--- src/design/bmde_pkg.sv ---
`timescale 1ns / 1ps

package bmde_pkg;

   localparam int unsigned MvWidth   = 15;
   localparam int unsigned PctWidth  = 7;
   localparam int unsigned ValWidth  = 12;
   localparam int unsigned WordWidth = 29;

   localparam logic [MvWidth-1:0]  FULL_MV     = 15'd3800;
   localparam logic [MvWidth-1:0]  EMPTY_MV    = 15'd3000;
   localparam logic [PctWidth-1:0] PCT_FULL    = 7'd100;
   // Reciprocal multipliers for exact division by ten over the ranges used here.
   localparam logic [15:0] RECIP10_MV  = 16'd52429;  // shift 19, exact below 43690
   localparam logic [12:0] RECIP10_VAL = 13'd6554;   // shift 16, exact below 16384
   localparam logic [7:0]  RECIP10_Q   = 8'd205;     // shift 11, exact below 1029
   localparam logic [3:0]  ROUND_MV    = 4'd5;

   localparam int unsigned BIT_DP      = 21;
   localparam int unsigned BIT_VOLT    = 22;
   localparam int unsigned BIT_PERCENT = 23;

   localparam logic [PctWidth-1:0] BAR_T4 = 7'd90;
   localparam logic [PctWidth-1:0] BAR_T3 = 7'd70;
   localparam logic [PctWidth-1:0] BAR_T2 = 7'd50;
   localparam logic [PctWidth-1:0] BAR_T1 = 7'd30;
   localparam logic [PctWidth-1:0] BAR_T0 = 7'd5;

   typedef struct packed {
      logic                fault;
      logic                pct_mode;
      logic [PctWidth-1:0] pct;
      logic [31:0]         prod;
   } scaled_type;

   typedef struct packed {
      logic                fault;
      logic                pct_mode;
      logic [PctWidth-1:0] pct;
      logic [3:0]          d0;
      logic [3:0]          d1;
      logic [3:0]          d2;
   } digits_type;

   function automatic logic [6:0] seg_of(input logic [3:0] digit);
      logic [6:0] seg;
      unique case (digit)
         4'd0: seg = 7'b0111111;
         4'd1: seg = 7'b0000011;
         4'd2: seg = 7'b1101101;
         4'd3: seg = 7'b1100111;
         4'd4: seg = 7'b1010011;
         4'd5: seg = 7'b1110110;
         4'd6: seg = 7'b1111110;
         4'd7: seg = 7'b0100011;
         4'd8: seg = 7'b1111111;
         4'd9: seg = 7'b1110111;
         default: seg = 7'b0000000;
      endcase
      return seg;
   endfunction

endpackage

--- src/design/bmde_req_if.sv ---
`timescale 1ns / 1ps

interface bmde_req_if;
   logic               valid;
   logic               ready;
   logic signed [15:0] voltage_mv;
   logic [7:0]         status_bits;

   modport source (output valid, output voltage_mv, output status_bits, input ready);
   modport sink   (input valid, input voltage_mv, input status_bits, output ready);
endinterface

--- src/design/bmde_rsp_if.sv ---
`timescale 1ns / 1ps

interface bmde_rsp_if;
   logic        valid;
   logic        ready;
   logic [28:0] display_word;
   logic        fault;

   modport source (output valid, output display_word, output fault, input ready);
   modport sink   (input valid, input display_word, input fault, output ready);
endinterface

--- src/design/bmde_scale.sv ---
`timescale 1ns / 1ps

module bmde_scale (
   input  logic                   clock,
   input  logic                   reset,
   bmde_req_if.sink               req,
   output logic                   out_valid,
   output bmde_pkg::scaled_type   out_data,
   input  logic                   out_ready
);

   logic                             valid_ff;
   bmde_pkg::scaled_type             data_ff, data_in;
   logic                             take;
   logic [bmde_pkg::MvWidth-1:0]     mv;
   logic [15:0]                      mv_round;
   logic [bmde_pkg::MvWidth-1:0]     above;

   assign take = !valid_ff || out_ready;
   assign req.ready = take;
   assign mv = req.voltage_mv[bmde_pkg::MvWidth-1:0];
   assign mv_round = {1'b0, mv} + {12'd0, bmde_pkg::ROUND_MV};
   assign above = mv - bmde_pkg::EMPTY_MV;

   always_comb begin
      data_in.fault    = req.voltage_mv[15];
      data_in.pct_mode = req.status_bits[0];
      priority if (mv > bmde_pkg::FULL_MV) begin
         data_in.pct = bmde_pkg::PCT_FULL;
      end else if (mv <= bmde_pkg::EMPTY_MV) begin
         data_in.pct = '0;
      end else begin
         // The difference is at most 800 here, so eighths fit in seven bits.
         data_in.pct = above[9:3];
      end
      data_in.prod = mv_round * bmde_pkg::RECIP10_MV;
   end

   always_ff @(posedge clock) begin
      if (reset) begin
         valid_ff <= 1'b0;
      end else if (take) begin
         valid_ff <= req.valid;
      end
   end

   always_ff @(posedge clock) begin
      if (take && req.valid) begin
         data_ff <= data_in;
      end
   end

   assign out_valid = valid_ff;
   assign out_data  = data_ff;

endmodule

--- src/design/bmde_split.sv ---
`timescale 1ns / 1ps

module bmde_split (
   input  logic                   clock,
   input  logic                   reset,
   input  logic                   in_valid,
   input  bmde_pkg::scaled_type   in_data,
   output logic                   in_ready,
   output logic                   out_valid,
   output bmde_pkg::digits_type   out_data,
   input  logic                   out_ready
);

   // Stage A: pick the shown value and multiply by the reciprocal of ten.
   logic                              a_valid_ff;
   logic                              a_take;
   logic                              a_fault_ff, a_mode_ff;
   logic [bmde_pkg::PctWidth-1:0]     a_pct_ff;
   logic [bmde_pkg::ValWidth-1:0]     a_val_ff, a_val_in;
   logic [24:0]                       a_prod_ff, a_prod_in;

   // Stage B: tens quotient and ones digit.
   logic                              b_valid_ff;
   logic                              b_take;
   logic                              b_fault_ff, b_mode_ff;
   logic [bmde_pkg::PctWidth-1:0]     b_pct_ff;
   logic [8:0]                        b_q1_ff, b_q1_in;
   logic [3:0]                        b_d0_ff, b_d0_in;
   logic [bmde_pkg::ValWidth-1:0]     b_tens;

   // Stage C: tens and hundreds digits.
   logic                              c_valid_ff;
   logic                              c_take;
   bmde_pkg::digits_type              c_data_ff, c_data_in;
   logic [16:0]                       c_prod;
   logic [5:0]                        c_q2;
   logic [8:0]                        c_tens;

   assign c_take   = !c_valid_ff || out_ready;
   assign b_take   = !b_valid_ff || c_take;
   assign a_take   = !a_valid_ff || b_take;
   assign in_ready = a_take;

   always_comb begin
      a_val_in  = in_data.pct_mode ? {5'd0, in_data.pct} : in_data.prod[30:19];
      a_prod_in = a_val_in * bmde_pkg::RECIP10_VAL;
   end

   always_comb begin
      b_q1_in = a_prod_ff[24:16];
      b_tens  = {b_q1_in, 3'd0} + {2'd0, b_q1_in, 1'b0};
      b_d0_in = 4'(a_val_ff - b_tens);
   end

   always_comb begin
      c_prod = b_q1_ff * bmde_pkg::RECIP10_Q;
      c_q2   = c_prod[16:11];
      c_tens = {c_q2, 3'd0} + {2'd0, c_q2, 1'b0};
      c_data_in.fault    = b_fault_ff;
      c_data_in.pct_mode = b_mode_ff;
      c_data_in.pct      = b_pct_ff;
      c_data_in.d0       = b_d0_ff;
      c_data_in.d1       = 4'(b_q1_ff - c_tens);
      // The hundreds quotient is at most 32, so mod ten is a short compare chain.
      priority if (c_q2 >= 6'd30) begin
         c_data_in.d2 = 4'(c_q2 - 6'd30);
      end else if (c_q2 >= 6'd20) begin
         c_data_in.d2 = 4'(c_q2 - 6'd20);
      end else if (c_q2 >= 6'd10) begin
         c_data_in.d2 = 4'(c_q2 - 6'd10);
      end else begin
         c_data_in.d2 = c_q2[3:0];
      end
   end

   always_ff @(posedge clock) begin
      if (reset) begin
         a_valid_ff <= 1'b0;
         b_valid_ff <= 1'b0;
         c_valid_ff <= 1'b0;
      end else begin
         if (a_take) begin
            a_valid_ff <= in_valid;
         end
         if (b_take) begin
            b_valid_ff <= a_valid_ff;
         end
         if (c_take) begin
            c_valid_ff <= b_valid_ff;
         end
      end
   end

   always_ff @(posedge clock) begin
      if (a_take && in_valid) begin
         a_fault_ff <= in_data.fault;
         a_mode_ff  <= in_data.pct_mode;
         a_pct_ff   <= in_data.pct;
         a_val_ff   <= a_val_in;
         a_prod_ff  <= a_prod_in;
      end
      if (b_take && a_valid_ff) begin
         b_fault_ff <= a_fault_ff;
         b_mode_ff  <= a_mode_ff;
         b_pct_ff   <= a_pct_ff;
         b_q1_ff    <= b_q1_in;
         b_d0_ff    <= b_d0_in;
      end
      if (c_take && b_valid_ff) begin
         c_data_ff <= c_data_in;
      end
   end

   assign out_valid = c_valid_ff;
   assign out_data  = c_data_ff;

endmodule

--- src/design/bmde_segs.sv ---
`timescale 1ns / 1ps

module bmde_segs (
   input  logic                   clock,
   input  logic                   reset,
   input  logic                   in_valid,
   input  bmde_pkg::digits_type   in_data,
   output logic                   in_ready,
   bmde_rsp_if.source             rsp
);

   logic                                 valid_ff;
   logic                                 take;
   logic [bmde_pkg::WordWidth-1:0]       word_ff, word_in;
   logic                                 fault_ff;
   logic [4:0]                           bar;
   logic [20:0]                          digits;

   assign take     = !valid_ff || rsp.ready;
   assign in_ready = take;

   always_comb begin
      priority if (in_data.pct >= bmde_pkg::BAR_T4) begin
         bar = 5'b11111;
      end else if (in_data.pct >= bmde_pkg::BAR_T3) begin
         bar = 5'b11110;
      end else if (in_data.pct >= bmde_pkg::BAR_T2) begin
         bar = 5'b11100;
      end else if (in_data.pct >= bmde_pkg::BAR_T1) begin
         bar = 5'b11000;
      end else if (in_data.pct >= bmde_pkg::BAR_T0) begin
         bar = 5'b10000;
      end else begin
         bar = 5'b00000;
      end

      // Leading zeros are blanked; the ones digit always shows unless a fault clears the word.
      priority if (in_data.d2 != 4'd0) begin
         digits = {bmde_pkg::seg_of(in_data.d2), bmde_pkg::seg_of(in_data.d1),
                   bmde_pkg::seg_of(in_data.d0)};
      end else if (in_data.d1 != 4'd0) begin
         digits = {7'd0, bmde_pkg::seg_of(in_data.d1), bmde_pkg::seg_of(in_data.d0)};
      end else begin
         digits = {14'd0, bmde_pkg::seg_of(in_data.d0)};
      end

      word_in = {bar, 3'b000, digits};
      if (in_data.pct_mode) begin
         word_in[bmde_pkg::BIT_PERCENT] = 1'b1;
      end else begin
         word_in[bmde_pkg::BIT_VOLT] = 1'b1;
         word_in[bmde_pkg::BIT_DP]   = 1'b1;
      end
      if (in_data.fault) begin
         word_in = '0;
      end
   end

   always_ff @(posedge clock) begin
      if (reset) begin
         valid_ff <= 1'b0;
      end else if (take) begin
         valid_ff <= in_valid;
      end
   end

   always_ff @(posedge clock) begin
      if (take && in_valid) begin
         word_ff  <= word_in;
         fault_ff <= in_data.fault;
      end
   end

   assign rsp.valid        = valid_ff;
   assign rsp.display_word = word_ff;
   assign rsp.fault        = fault_ff;

endmodule

--- src/design/battery_meter_display_encoder.sv ---
`timescale 1ns / 1ps

// Battery meter display encoder. Each beat on req_chan carries a signed millivolt
// sample and a status byte; each beat on rsp_chan carries the 29-bit display word
// for a three-digit seven-segment battery display and a fault flag. The block is a
// five-stage pipeline (scaling, reciprocal multiply, two digit-split stages, segment
// encode into the output register): it takes one sample every cycle while rsp_chan
// is not stalled. When rsp_chan is stalled, the stages fill up in turn and
// req_chan.ready drops only once every stage holds a beat.

module battery_meter_display_encoder (
   input  logic        clock,
   input  logic        reset,
   bmde_req_if.sink    req_chan,
   bmde_rsp_if.source  rsp_chan
);

   logic                   s1_valid, s1_ready;
   bmde_pkg::scaled_type   s1_data;
   logic                   s2_valid, s2_ready;
   bmde_pkg::digits_type   s2_data;

   bmde_scale u_scale (
      .clock     (clock),
      .reset     (reset),
      .req       (req_chan),
      .out_valid (s1_valid),
      .out_data  (s1_data),
      .out_ready (s1_ready)
   );

   bmde_split u_split (
      .clock     (clock),
      .reset     (reset),
      .in_valid  (s1_valid),
      .in_data   (s1_data),
      .in_ready  (s1_ready),
      .out_valid (s2_valid),
      .out_data  (s2_data),
      .out_ready (s2_ready)
   );

   bmde_segs u_segs (
      .clock    (clock),
      .reset    (reset),
      .in_valid (s2_valid),
      .in_data  (s2_data),
      .in_ready (s2_ready),
      .rsp      (rsp_chan)
   );

endmodule
--- src/flat_wrapper.sv ---
// flat-port wrapper written by rule: the top's interface ports become plain ports
module battery_meter_display_encoder_flat 
  (clock, reset, req_chan_valid, req_chan_voltage_mv, req_chan_status_bits, req_chan_ready, rsp_chan_valid, rsp_chan_display_word, rsp_chan_fault, rsp_chan_ready);
  bmde_req_if req_chan_i ();
  bmde_rsp_if rsp_chan_i ();
  input  logic clock;
  input  logic reset;
  input wire logic [$bits(req_chan_i.valid)-1:0] req_chan_valid;
  input wire logic [$bits(req_chan_i.voltage_mv)-1:0] req_chan_voltage_mv;
  input wire logic [$bits(req_chan_i.status_bits)-1:0] req_chan_status_bits;
  output wire logic [$bits(req_chan_i.ready)-1:0] req_chan_ready;
  output wire logic [$bits(rsp_chan_i.valid)-1:0] rsp_chan_valid;
  output wire logic [$bits(rsp_chan_i.display_word)-1:0] rsp_chan_display_word;
  output wire logic [$bits(rsp_chan_i.fault)-1:0] rsp_chan_fault;
  input wire logic [$bits(rsp_chan_i.ready)-1:0] rsp_chan_ready;
  assign req_chan_i.valid = req_chan_valid;
  assign req_chan_i.voltage_mv = req_chan_voltage_mv;
  assign req_chan_i.status_bits = req_chan_status_bits;
  assign req_chan_ready = req_chan_i.ready;
  assign rsp_chan_valid = rsp_chan_i.valid;
  assign rsp_chan_display_word = rsp_chan_i.display_word;
  assign rsp_chan_fault = rsp_chan_i.fault;
  assign rsp_chan_i.ready = rsp_chan_ready;
  battery_meter_display_encoder u_core (.clock(clock), .reset(reset), .req_chan(req_chan_i), .rsp_chan(rsp_chan_i));
endmodule
--- config.mk ---
export PLATFORM = sky130hd
export DESIGN_NAME = battery_meter_display_encoder_flat
export DESIGN_NICKNAME = d
export VERILOG_FILES = /design/src/design/bmde_pkg.sv /design/src/design/bmde_req_if.sv /design/src/design/bmde_rsp_if.sv /design/src/design/bmde_scale.sv /design/src/design/bmde_split.sv /design/src/design/bmde_segs.sv /design/src/design/battery_meter_display_encoder.sv /design/src/flat_wrapper.sv
export SDC_FILE = /design/constraint.sdc
export NUM_CORES = 1
export LEC_CHECK = 0
export ABC_AREA = 1
export ABC_CLOCK_PERIOD_IN_PS = 14700
export BUFFER_PORTS_ARGS = -buffer_cell sky130_fd_sc_hd__buf_2
export CAP_MARGIN = 20
export CORE_MARGIN = 1
export CORE_UTILIZATION = 50
export CTS_CLUSTER_SIZE = 12
export DETAILED_ROUTE_END_ITERATION = 6
export GPL_TIMING_DRIVEN = 1
export PLACE_DENSITY = 0.67
export SYNTH_ARGS = -nofsm -noshare
export SYNTH_HDL_FRONTEND = slang
export SYNTH_SLANG_ARGS = --single-unit
--- constraint.sdc ---
create_clock -name clock -period 14.7 [get_ports clock]
set_input_delay 2.94 -clock clock [delete_from_list [all_inputs] [get_ports clock]]
set_output_delay 2.94 -clock clock [all_outputs]
set_load 0.01 [all_outputs]
# [After elaboration in Yosys (flattened, before gate mapping)]
# Memory sizes are Yosys's and may differ from the RTL's. A register that Yosys moved wholly into a read port is not among the register bits.
# Index checks and enable logic that the tools add are counted.
# Widths: inputs -> output; s select.
[totals] ff_bits=155 romBits=672 input_bits=28 out_inout_bits=32 n_memories=6
[memory_table] memory="(no name shown)" depth=16 width=7 rd=1 rd_ports_with_merged_regs=1 write_ports=0 line_no="bmde_pkg.sv:47" text="unique case (digit)"
[memory_table] memory="(no name shown)" depth=16 width=7 rd=1 rd_ports_with_merged_regs=1 write_ports=0 line_no="bmde_pkg.sv:47"
[memory_table] memory="(no name shown)" depth=16 width=7 rd=1 rd_ports_with_merged_regs=1 write_ports=0 line_no="bmde_pkg.sv:47"
[memory_table] memory="(no name shown)" depth=16 width=7 rd=1 rd_ports_with_merged_regs=1 write_ports=0 line_no="bmde_pkg.sv:47"
[memory_table] memory="(no name shown)" depth=16 width=7 rd=1 rd_ports_with_merged_regs=1 write_ports=0 line_no="bmde_pkg.sv:47"
[memory_table] memory="(no name shown)" depth=16 width=7 rd=1 rd_ports_with_merged_regs=1 write_ports=0 line_no="bmde_pkg.sv:47"
[classes] addsub=9 n_mul=3 n_lt_le_gt_ge=10 n_mux=20 n_reduce_logical=18
[ops] op="$mux 4" n=9
[ops] op="$mul 16x16->31 const B" n=1
[ops] op="$mux 5" n=5
[ops] op="$mul 12x12->24 const B" n=1
[ops] op="$mux 21" n=1
[ops] op="$mul 9x8->17 const B" n=1
[ops] op="$add 15x3->16 const B" n=1
[ops] op="$gt 15x12->1 const B" n=1
[ops] op="$le 15x12->1 const B" n=1
[ops] op="$ge 7x7->1 const B" n=2
[ops] op="$mux 14" n=1
[ops] op="$ge 6x5->1 const B" n=2
[ops] op="$mux 12" n=1
[ops] op="$sub 10x10->10 const B" n=1
[ops] op="$add 4x4->4" n=2
[ops] op="$reduce_bool 4->1" n=2
[ops] op="$sub 4x4->4" n=2
[ops] op="$sub 4x4->4 const B" n=2
[ops] op="$ge 7x3->1 const B" n=1
[ops] op="$ge 7x5->1 const B" n=1
[ops] op="$ge 7x6->1 const B" n=1
[ops] op="$mux 7" n=1
[ops] op="$ge 6x4->1 const B" n=1
[ops] op="$logic_and 1x1->1" n=5
[ops] op="6 further kinds" n=14

# [Longest topological paths before layout]
# Gate-level depths: netlist of the first run.
[depth] depth_word=7 mapped_depth=36

# [By module]
# A second synthesis of the first run with hierarchy kept.
[unflattened] cells_unflattened=1844 area_unflattened_um2=16178.0
[by_module_without_submodules] module="bmde_scale" n_inst=1 cells_each=977 area_per_inst_um2=7663.6
[by_module_without_submodules] module="bmde_split" n_inst=1 cells_each=698 area_per_inst_um2=6870.3
[by_module_without_submodules] module="bmde_segs" n_inst=1 cells_each=169 area_per_inst_um2=1644.1

# [Worst setup path after synthesis of the first run]
# Ideal clock, no wire load.
[synth_path] kind="input to register" startpoint="input port req_chan_voltage_mv[3]" endpoint="register u_core.u_scale.data_ff (netlist bit u_core.u_scale.out_data[30]) (data pin)" arrival_time_ns=8.390 required_ns=14.440 setup_slack_ns=6.050 cell_stages=32 n_path_buf=0 path_cell_list="ha_1 > inv_1 > nor2_1 > nand2_1 > nor2_1 > nand2_1 > nor2_1 > inv_1 > nor3_2 > xor2_1 > inv_1 > nor2_1 > nor2_1 > ha_1 > inv_1 > fa_1 > inv_1 > fa_1 > fa_1 > inv_1 > fa_1 > inv_1 > ha_1 > nand2_1 > nor4_1 > nand3_1 > nand3_1 > nand2_1 > o211ai_1 > nand4_1 > nand3_1 > xor2_1"
[synth_rtl] element="start: declaration" line_no="flat_wrapper.sv:9" text="input wire logic [$bits(req_chan_i.voltage_mv)-1:0] req_chan_voltage_mv;"
[synth_rtl] element="end signal: assignment" line_no="bmde_scale.sv:49" text="data_ff <= data_in;"
[synth_rtl] element="end: declaration" line_no="bmde_scale.sv:13" text="bmde_pkg::scaled_type data_ff, data_in;"

==> qor.yml, run 1 <==
cts_setup_buffers: 0
worst_setup_path_start_kind: "input pin"
cts.sinks: 141
synth.cell_area_sq_um: 14900
final.setup.tns_ns: 0
finClkSkew_ns: 0.0143
wl_per_cell_um: 14.2
cp_max_fo: 5
root_buffer: "clkbuf_16"
fp.dieH_um: 175
grt_pass1_vias: 10200
grt_max_degree: 33
end_kind: "register"
num_vias: 10300
required_ns: 14.87
grt_pass1_wl_mm: 48.9
gp_congestion: 0.968
dp_hpwl_mm: 24.9
via_per_inst: 5.04
grt_use_total_pct: 20.1
h-tree-depth: 4
clock_latency_ns: 0.43
r2r_setup_slack_ns: 8.31
max_stage_delay_ns: 0.58
synthesis.nets: 2024
period_needed_ns: 9.64
yosysUniqueCellTypes: 45
yosysWarnings: 0
core_area_sq_um: 29100
gr-total-overflow: 0
synth-edff-count: 115
seq_area_frac_synth_pct: 26.6
cpMostUsedCell: "inv_1"
numCtsBuffers: 17
antenna_found_initial: 0
path_delay_family: "adder cells"
die_width_um: 175
ys_ff_latch: 141
die_area_sq_um: 30600
num_antenna_cells: 0
tritoncts: "yes"
critPathArrivalTime_ns: 9.82
ctsLongestPathBuffers: 2
rsz0062_at_grt: "false"
drcViolationCount: 0
slowest_stage: "fa_1"
syn_avg_cell_area_sq_um: 9.42
place_area_sq_um: 15700
synth_ff_type: "edfxtp_1"
nets: 2094
final_cell_mix: "inv_1, ha_1, nand2_1"
cp_num_buf_inv: 8
worstSetupPathType: "in -> reg"
ctsResizeCount: 0
rows: 62
first_pass_iters: 5
area_growth_pct: 8.97
final_common_cell: "inv_1"
status: "completed"
io_buffers: 52
hold_viol: 0
floorplan.initialDensity_pct: 51.4
cts.clk_slew.worst_paths_ns: 0.07
relSlewSlack_pct: 27.7
hold_path.class: "reg -> reg"
clock.fmax_mhz: 104
ant_nets: 0
drt_iter0_drc: 679
finalWirelength_mm: 29.1
drive_gt1_share_pct: 8.39
ctsHoldBuffers: 0
drv_cap: 0
slew_viol_final: 0
worst_slew_pin_slew_ns: 1.08
post-route-period-util_pct: 65.6
setup_viol: 0
synthesis.instances: 1586
final_area_sq_um: 16300
ioPinCount: 60
synthArstFlopShare_pct: 0
==> synth_stat cells (13+ instances only) <==
| library cell | number | area share, % |
|---|---|---|
| inv_1 | 369 | 9.3 |
| o21ai_0 | 38 | 1.3 |
| xnor2_1 | 27 | 1.6 |
| nand4_1 | 13 | 0.54 |
| xor2_1 | 56 | 3.3 |
| ha_1 | 286 | 24 |
| nor2_1 | 100 | 2.5 |
| nand2_1 | 219 | 5.5 |
| dfxtp_1 | 26 | 3.5 |
| edfxtp_1 | 115 | 23 |
| nand3_1 | 44 | 1.5 |
| a21oi_1 | 60 | 2.0 |
| fa_1 | 124 | 17 |
==> logic make-up (layout without fill, tap and decap cells) <==
kind of cell,Yosys count,in the layout,share of synthesized area [%]
and+or+nand+nor,424,424,12.5
adders and majority gates,410,410,40.6
buffers and inverters,382,465,9.68
AOI/OAI and AO/OA,145,145,5.62
DFF,141,141,26.6
xor gates and xnor gates,84,84,5.05
==> metrics by stage <==
stage | utilization (%) | setup slack [ns] | hold slack (ns) | std cells
after global routing | 56.0 | 4.57 | 0.418 | 2053
after global placement | 53.9 | 4.86 | 0.401 | 2019
after CTS | 55.9 | 5.12 | 0.416 | 2051
after detailed placement | 53.9 | 4.72 | 0.405 | 2019
after floorplan | - | 6.05 | 0.400 | 1586
final | 56.0 | 5.06 | 0.412 | 2053
==> registers in the layout, summed over array words and instances (netlist names), 4 cells and up, named ones only <==
name / cells
u_core.u_segs.digits: 7
u_core.u_split.out_data: 21
u_core.u_scale.out_data: 21
u_core.u_split.b_q1_ff: 9
u_core.u_split.a_pct_ff: 7
u_core.u_split.a_val_ff: 4
u_core.u_split.b_d0_ff: 4
u_core.u_split.b_pct_ff: 7
u_core.u_segs.rsp.display_word: 28
u_core.u_split.a_prod_ff: 9
==> per-layer routing <==
layer / up-vias / share of wire (%) / GRT usage [%]
li1: 5206 / - / -
met1: 4937 / 48 / 27.9
met2: 188 / 47 / 33.4
met3: 15 / 4.3 / 2.96
met4: 0 / 0.78 / 4.24
met5: - / 0 / 0
==> worst register-to-register path, stage by stage, from the launching register on <==
cell,delay [ns]
edfxtp_1,0.62
inv_1,0.28
or2_2,0.33
o21ai_0,0.12
inv_1,0.18
ha_1,0.37
inv_1,0.07
fa_1,0.53
inv_1,0.05
fa_1,0.51
fa_1,0.56
fa_1,0.50
ha_1,0.34
nand2_1,0.08
nor2_1,0.14
nand4_1,0.09
o21ai_0,0.37
nand3_1,0.19
nand2_1,0.14
a31oi_1,0.12
o21ai_0,0.27
a21oi_1,0.12
xnor2_1,0.14
==> path summary, 6_finish.rpt <==
kind                                             startpoint                      endpoint  depth (start not counted)
worst min register to register   u_core.u_split.a_pct_ff[6]    u_core.u_split.b_pct_ff[6]                          0
worst max-delay path                 req_chan_voltage_mv[4]   u_core.u_scale.out_data[30]                         33
worst min-delay path             u_core.u_split.a_pct_ff[6]    u_core.u_split.b_pct_ff[6]                          0
worst max register to register  u_core.u_scale.out_data[39]  u_core.u_split.a_prod_ff[23]                         22
==> cell type report <==
cell class,instances,area (sq um)
clock buffers,18,429
clock inverters,14,144
fillers,2563,12800
inverters,377,1420
multi-input cells,1063,9530
flip-flops and latches,141,3970
well taps,384,480
repair buffers,56,305
Power of run 1 is left out: the tool's default activity adds up to more than one toggle a clock period on the data nets, which glitch-free logic cannot reach.
==> run 2: changes to the inputs <==
ABC_CLOCK_PERIOD_IN_PS = 8200   (was 14700)
PLACE_DENSITY = 0.69   (was 0.67)
clock period = 8.2 ns   (was 14.7 ns; I/O delays follow)
==> run 2 against run 1 <==
Compared with the run above:
- critical endpoint is now u_core.u_scale.out_data[29]
- via count increased by 1.6%
- clock-buffer cell count fell by 1
- core utilization up 0.57 points
- routed wire length grew 1.9%
- cell count is 0.93% higher
==> qor.yml, run 2 (synthesis gave the netlist of run 1 again) <==
status: "completed"
setup_viol: 0
area_growth_pct: 10.1
post-route-period-util_pct: 94.1
hold_viol: 0
grt_use_met1_pct: 28.3
antenna_found_initial: 0
final.setup.tns_ns: 0
grt_use_met2_pct: 33.2
multi_input_area_sq_um: 9530
finalWirelength_mm: 29.7
numCtsBuffers: 17
drv_cap: 0
max_stage_delay_ns: 0.59
period_needed_ns: 7.72
die_area_sq_um: 30600
largest_register_ff_count: 28
tritoncts: "yes"
drcViolationCount: 0
gr-total-overflow: 0
top_usage_layer: "met2"
gp_congestion: 0.932
final_cell_mix: "inv_1, ha_1, nand2_1"
ctsHoldBuffers: 0
num_vias: 10500
first_pass_iters: 5
worst_setup_path_start_kind: "input pin"
worstSetupPathType: "in -> reg"
regArea_sq_um: 3970
fp.dieH_um: 175
ioPinCount: 60
cpMostUsedCell: "inv_1"
via_per_inst: 5.07
grt_max_degree: 33
cp_max_fo: 4
end_kind: "register"
clock_latency_ns: 0.42
wl_per_cell_um: 14.3
worst_slew_pin_slew_ns: 1.07
reg2reg_to: "u_core.u_split.a_prod_ff[23]"
cp_num_buf_inv: 10
hp-start: "u_core.u_split.b_pct_ff[0]"
n_fill_cell: 2529
crit_start: "req_chan_voltage_mv[3]"
root_buffer: "clkbuf_16"
dp_hpwl_mm: 25.4
drt_iter0_drc: 576
r2r-start: "u_core.u_scale.out_data[39]"
r2r_setup_slack_ns: 1.91
ctsLongestPathBuffers: 2
grt_pass1_vias: 10300
drive_gt1_share_pct: 9.48
rows: 62
cts.clk_slew.worst_paths_ns: 0.07
ant_nets: 0
relSlewSlack_pct: 27.7
critPathArrivalTime_ns: 7.90
rsz0062_at_grt: "false"
grt_use_total_pct: 20.2
cp-endpoint: "u_core.u_scale.out_data[29]"
final_common_cell: "inv_1"
die_width_um: 175
required_ns: 8.38
slowest_stage: "fa_1"
path_delay_family: "adder cells"
clock.fmax_mhz: 130
crit_cells: 31
slew_viol_final: 0
ctsResizeCount: 0
r2r_cells: 22
cts_setup_buffers: 0
nets: 2113
core_area_sq_um: 29100
floorplan.initialDensity_pct: 51.4
h-tree-depth: 4
cts.sinks: 141
grt_pass1_wl_mm: 49.2
io_buffers: 52
hold_path.class: "reg -> reg"
num_antenna_cells: 0
finClkSkew_ns: 0.0142
met3_usage_pct: 2.96
run 2: worst min path at each step:
stage                     cells after the start                     endpoint
after floorplan                               0    u_core.u_split.a_fault_ff
after global placement                        0   u_core.u_split.b_pct_ff[3]
after detailed placement                      0  u_core.u_split.out_data[12]
after CTS                                     0  u_core.u_split.out_data[12]
after global routing                          0  u_core.u_split.out_data[12]
final                                         0  u_core.u_split.out_data[12]
run 2: through the flow:
stage                     hold WS, ns  setup WS [ns]  utilization (%)  cell area [sq um]  instances
after CTS                       0.417          0.550             56.4              16400       2070
after global placement          0.403          0.188             54.4              15800       2038
after floorplan                 0.400          0.850                -              14900       1586
after global routing            0.416         0.0878             56.6              16500       2072
after detailed placement        0.405          0.106             54.4              15800       2038
final                           0.416          0.482             56.6              16500       2072
run 2: area by class of cell:
class | instances | share of cell area, %
multi-input combinational | 1063 | 57.9
inverter | 377 | 8.63
sequential | 141 | 24.2
timing repair buffer | 75 | 2.72
tap | 384 | 2.92
clock buffer | 17 | 2.59
clock inverter | 15 | 1.04
run 2: routing by layer:
layer | routed length, um | vias to the layer above | part of all wire (%)
li1 | - | 5235 | -
met1 | 14200 | 5027 | 48
met2 | 13700 | 228 | 46
met3 | 1490 | 22 | 5.0
met4 | 327 | 0 | 1.1
met5 | 0 | - | 0
run 2: worst register-to-register path: cells and delay by family, from the launching register on:
family | cells | cell delay [ns]
compound gates | 5 | 0.97
fa+ha+maj | 6 | 2.74
buf+inv | 4 | 0.59
xor+xnor | 1 | 0.14
simple gates | 6 | 0.95
flops | 1 | 0.63
Power of run 2 is left out for the same reason.
==> run 3: changes to the inputs <==
CORE_ASPECT_RATIO = 0.5   (was not set)
CORE_UTILIZATION = 32   (was 50)
PLACE_DENSITY = not set   (was 0.69)
==> run 3 against run 2 <==
Compared with the run above:
- non-clock buffer count is 2 lower
- via count down 3.8%
- core utilization fell by 20 points
- cell count is 12% higher
- largest cell class unchanged
- highest routed layer unchanged
==> qor.yml, run 3 (synthesis gave the netlist of run 1 again) <==
status: "completed"
relSlewSlack_pct: 41.0
grt_pass1_vias: 10000
worstSetupPathType: "in -> reg"
place_ws_ns: 0.194
die_width_um: 308
ant_nets: 0
final_cell_mix: "inv_1, ha_1, nand2_1"
setup_viol: 0
ctsHoldBuffers: 0
r2r_cells: 23
place_area_sq_um: 16100
final.setup.tns_ns: 0
critPathArrivalTime_ns: 7.79
fp.dieH_um: 155
hold_ws_ns: 0.418
num_antenna_cells: 0
drt_iter0_drc: 450
drv_cap: 0
root_buffer: "clkbuf_16"
ctsResizeCount: 0
period_needed_ns: 7.60
cts_setup_buffers: 0
final_common_cell: "inv_1"
grt_pass1_wl_mm: 47.5
post-route-period-util_pct: 92.7
numCtsBuffers: 17
cts.sinks: 141
ctsLongestPathBuffers: 2
finalWirelength_mm: 28.3
tritoncts: "yes"
io_buffers: 52
grt_max_degree: 33
nets: 2111
clock_latency_ns: 0.43
drive_gt1_share_pct: 9.31
slew_viol_final: 0
largest_register_ff_count: 28
grt_use_total_pct: 12.3
core_area_sq_um: 45600
rsz0062_at_grt: "false"
worst_slew_pin_slew_ns: 0.884
finClkSkew_ns: 0.0142
worst_setup_path_start_kind: "input pin"
required_ns: 8.39
final_area_sq_um: 16700
cts.clk_slew.worst_paths_ns: 0.07
area_growth_pct: 12.0
first_pass_iters: 4
h-tree-depth: 4
end_kind: "register"
whs_path_depth: 0
drcViolationCount: 0
cp_max_fo: 4
dp_hpwl_mm: 24.5
floorplan.initialDensity_pct: 32.8
hold_viol: 0
via_per_inst: 4.37
die_area_sq_um: 47600
ioPinCount: 60
antenna_found_initial: 0
num_vias: 10100
clock.fmax_mhz: 132
rows: 55
wl_per_cell_um: 12.2
gp_congestion: 0.891
finalWorstSetupSlack_ns: 0.598
gr-total-overflow: 0
hold_path.class: "reg -> reg"
==> run 3: cell types whose count changed in the layout (fill, tap and decap cells not counted), sizes merged <==
cell | previous run | this run
clkbuf | 17 | 19
bufinv | 0 | 1
clkinvlp | 0 | 1
inv | 386 | 387
clkinv | 6 | 2
buf | 75 | 72
==> run 3: layout make-up <==
type	count	area, sq um
Fill cell	4567	28900
Multi-Input combinational cell	1063	9530
Sequential cell	141	3970
Inverter	377	1420
Tap cell	627	785
Clock buffer	18	429
Timing Repair Buffer	73	427
Clock inverter	14	165
==> run 3: layer usage <==
metal / share of wire [%] / vias up / track usage (%)
li1: - / 5243 / -
met1: 49 / 4725 / 16.4
met2: 48 / 123 / 21.3
met3: 2.7 / 19 / 1.64
met4: 0.97 / 0 / 2.61
met5: 0 / - / 0
==> run 3: worst max-delay path, stage by stage <==
cell and delay, ns:
buf_2 0.13, inv_2 0.07, nor3_2 0.22, inv_1 0.12
nor2_4 0.15, inv_2 0.05, nor2_2 0.12, inv_2 0.08
nor2_8 0.12, nand2_1 0.08, xor2_1 0.25, inv_1 0.18
ha_1 0.40, fa_1 0.55, inv_1 0.06, fa_1 0.53
inv_1 0.05, fa_1 0.50, fa_1 0.47, ha_1 0.29
ha_1 0.35, a21oi_1 0.26, o21ai_0 0.17, a21oi_1 0.14
nand3_1 0.20, a211o_1 0.36, a21oi_1 0.17, xnor2_1 0.08
==> run 3: worst paths after layout <==
kind,from,end,slack (ns)
max,req_chan_voltage_mv[3],u_core.u_scale.out_data[29],0.60
min,u_core.u_split.a_prod_ff[23],u_core.u_split.b_q1_ff[7],0.42
max reg2reg,u_core.u_scale.out_data[39],u_core.u_split.a_prod_ff[23],2.25
min reg2reg,u_core.u_split.a_prod_ff[23],u_core.u_split.b_q1_ff[7],0.42
==> run 3: through the flow <==
step                utilization, %  cells
detailed placement            35.3   2278
global placement              35.3   2278
CTS                           36.6   2310
floorplan                        -   1586
global route                  36.7   2313
finish                        36.7   2313
Power of run 3 is left out for the same reason.
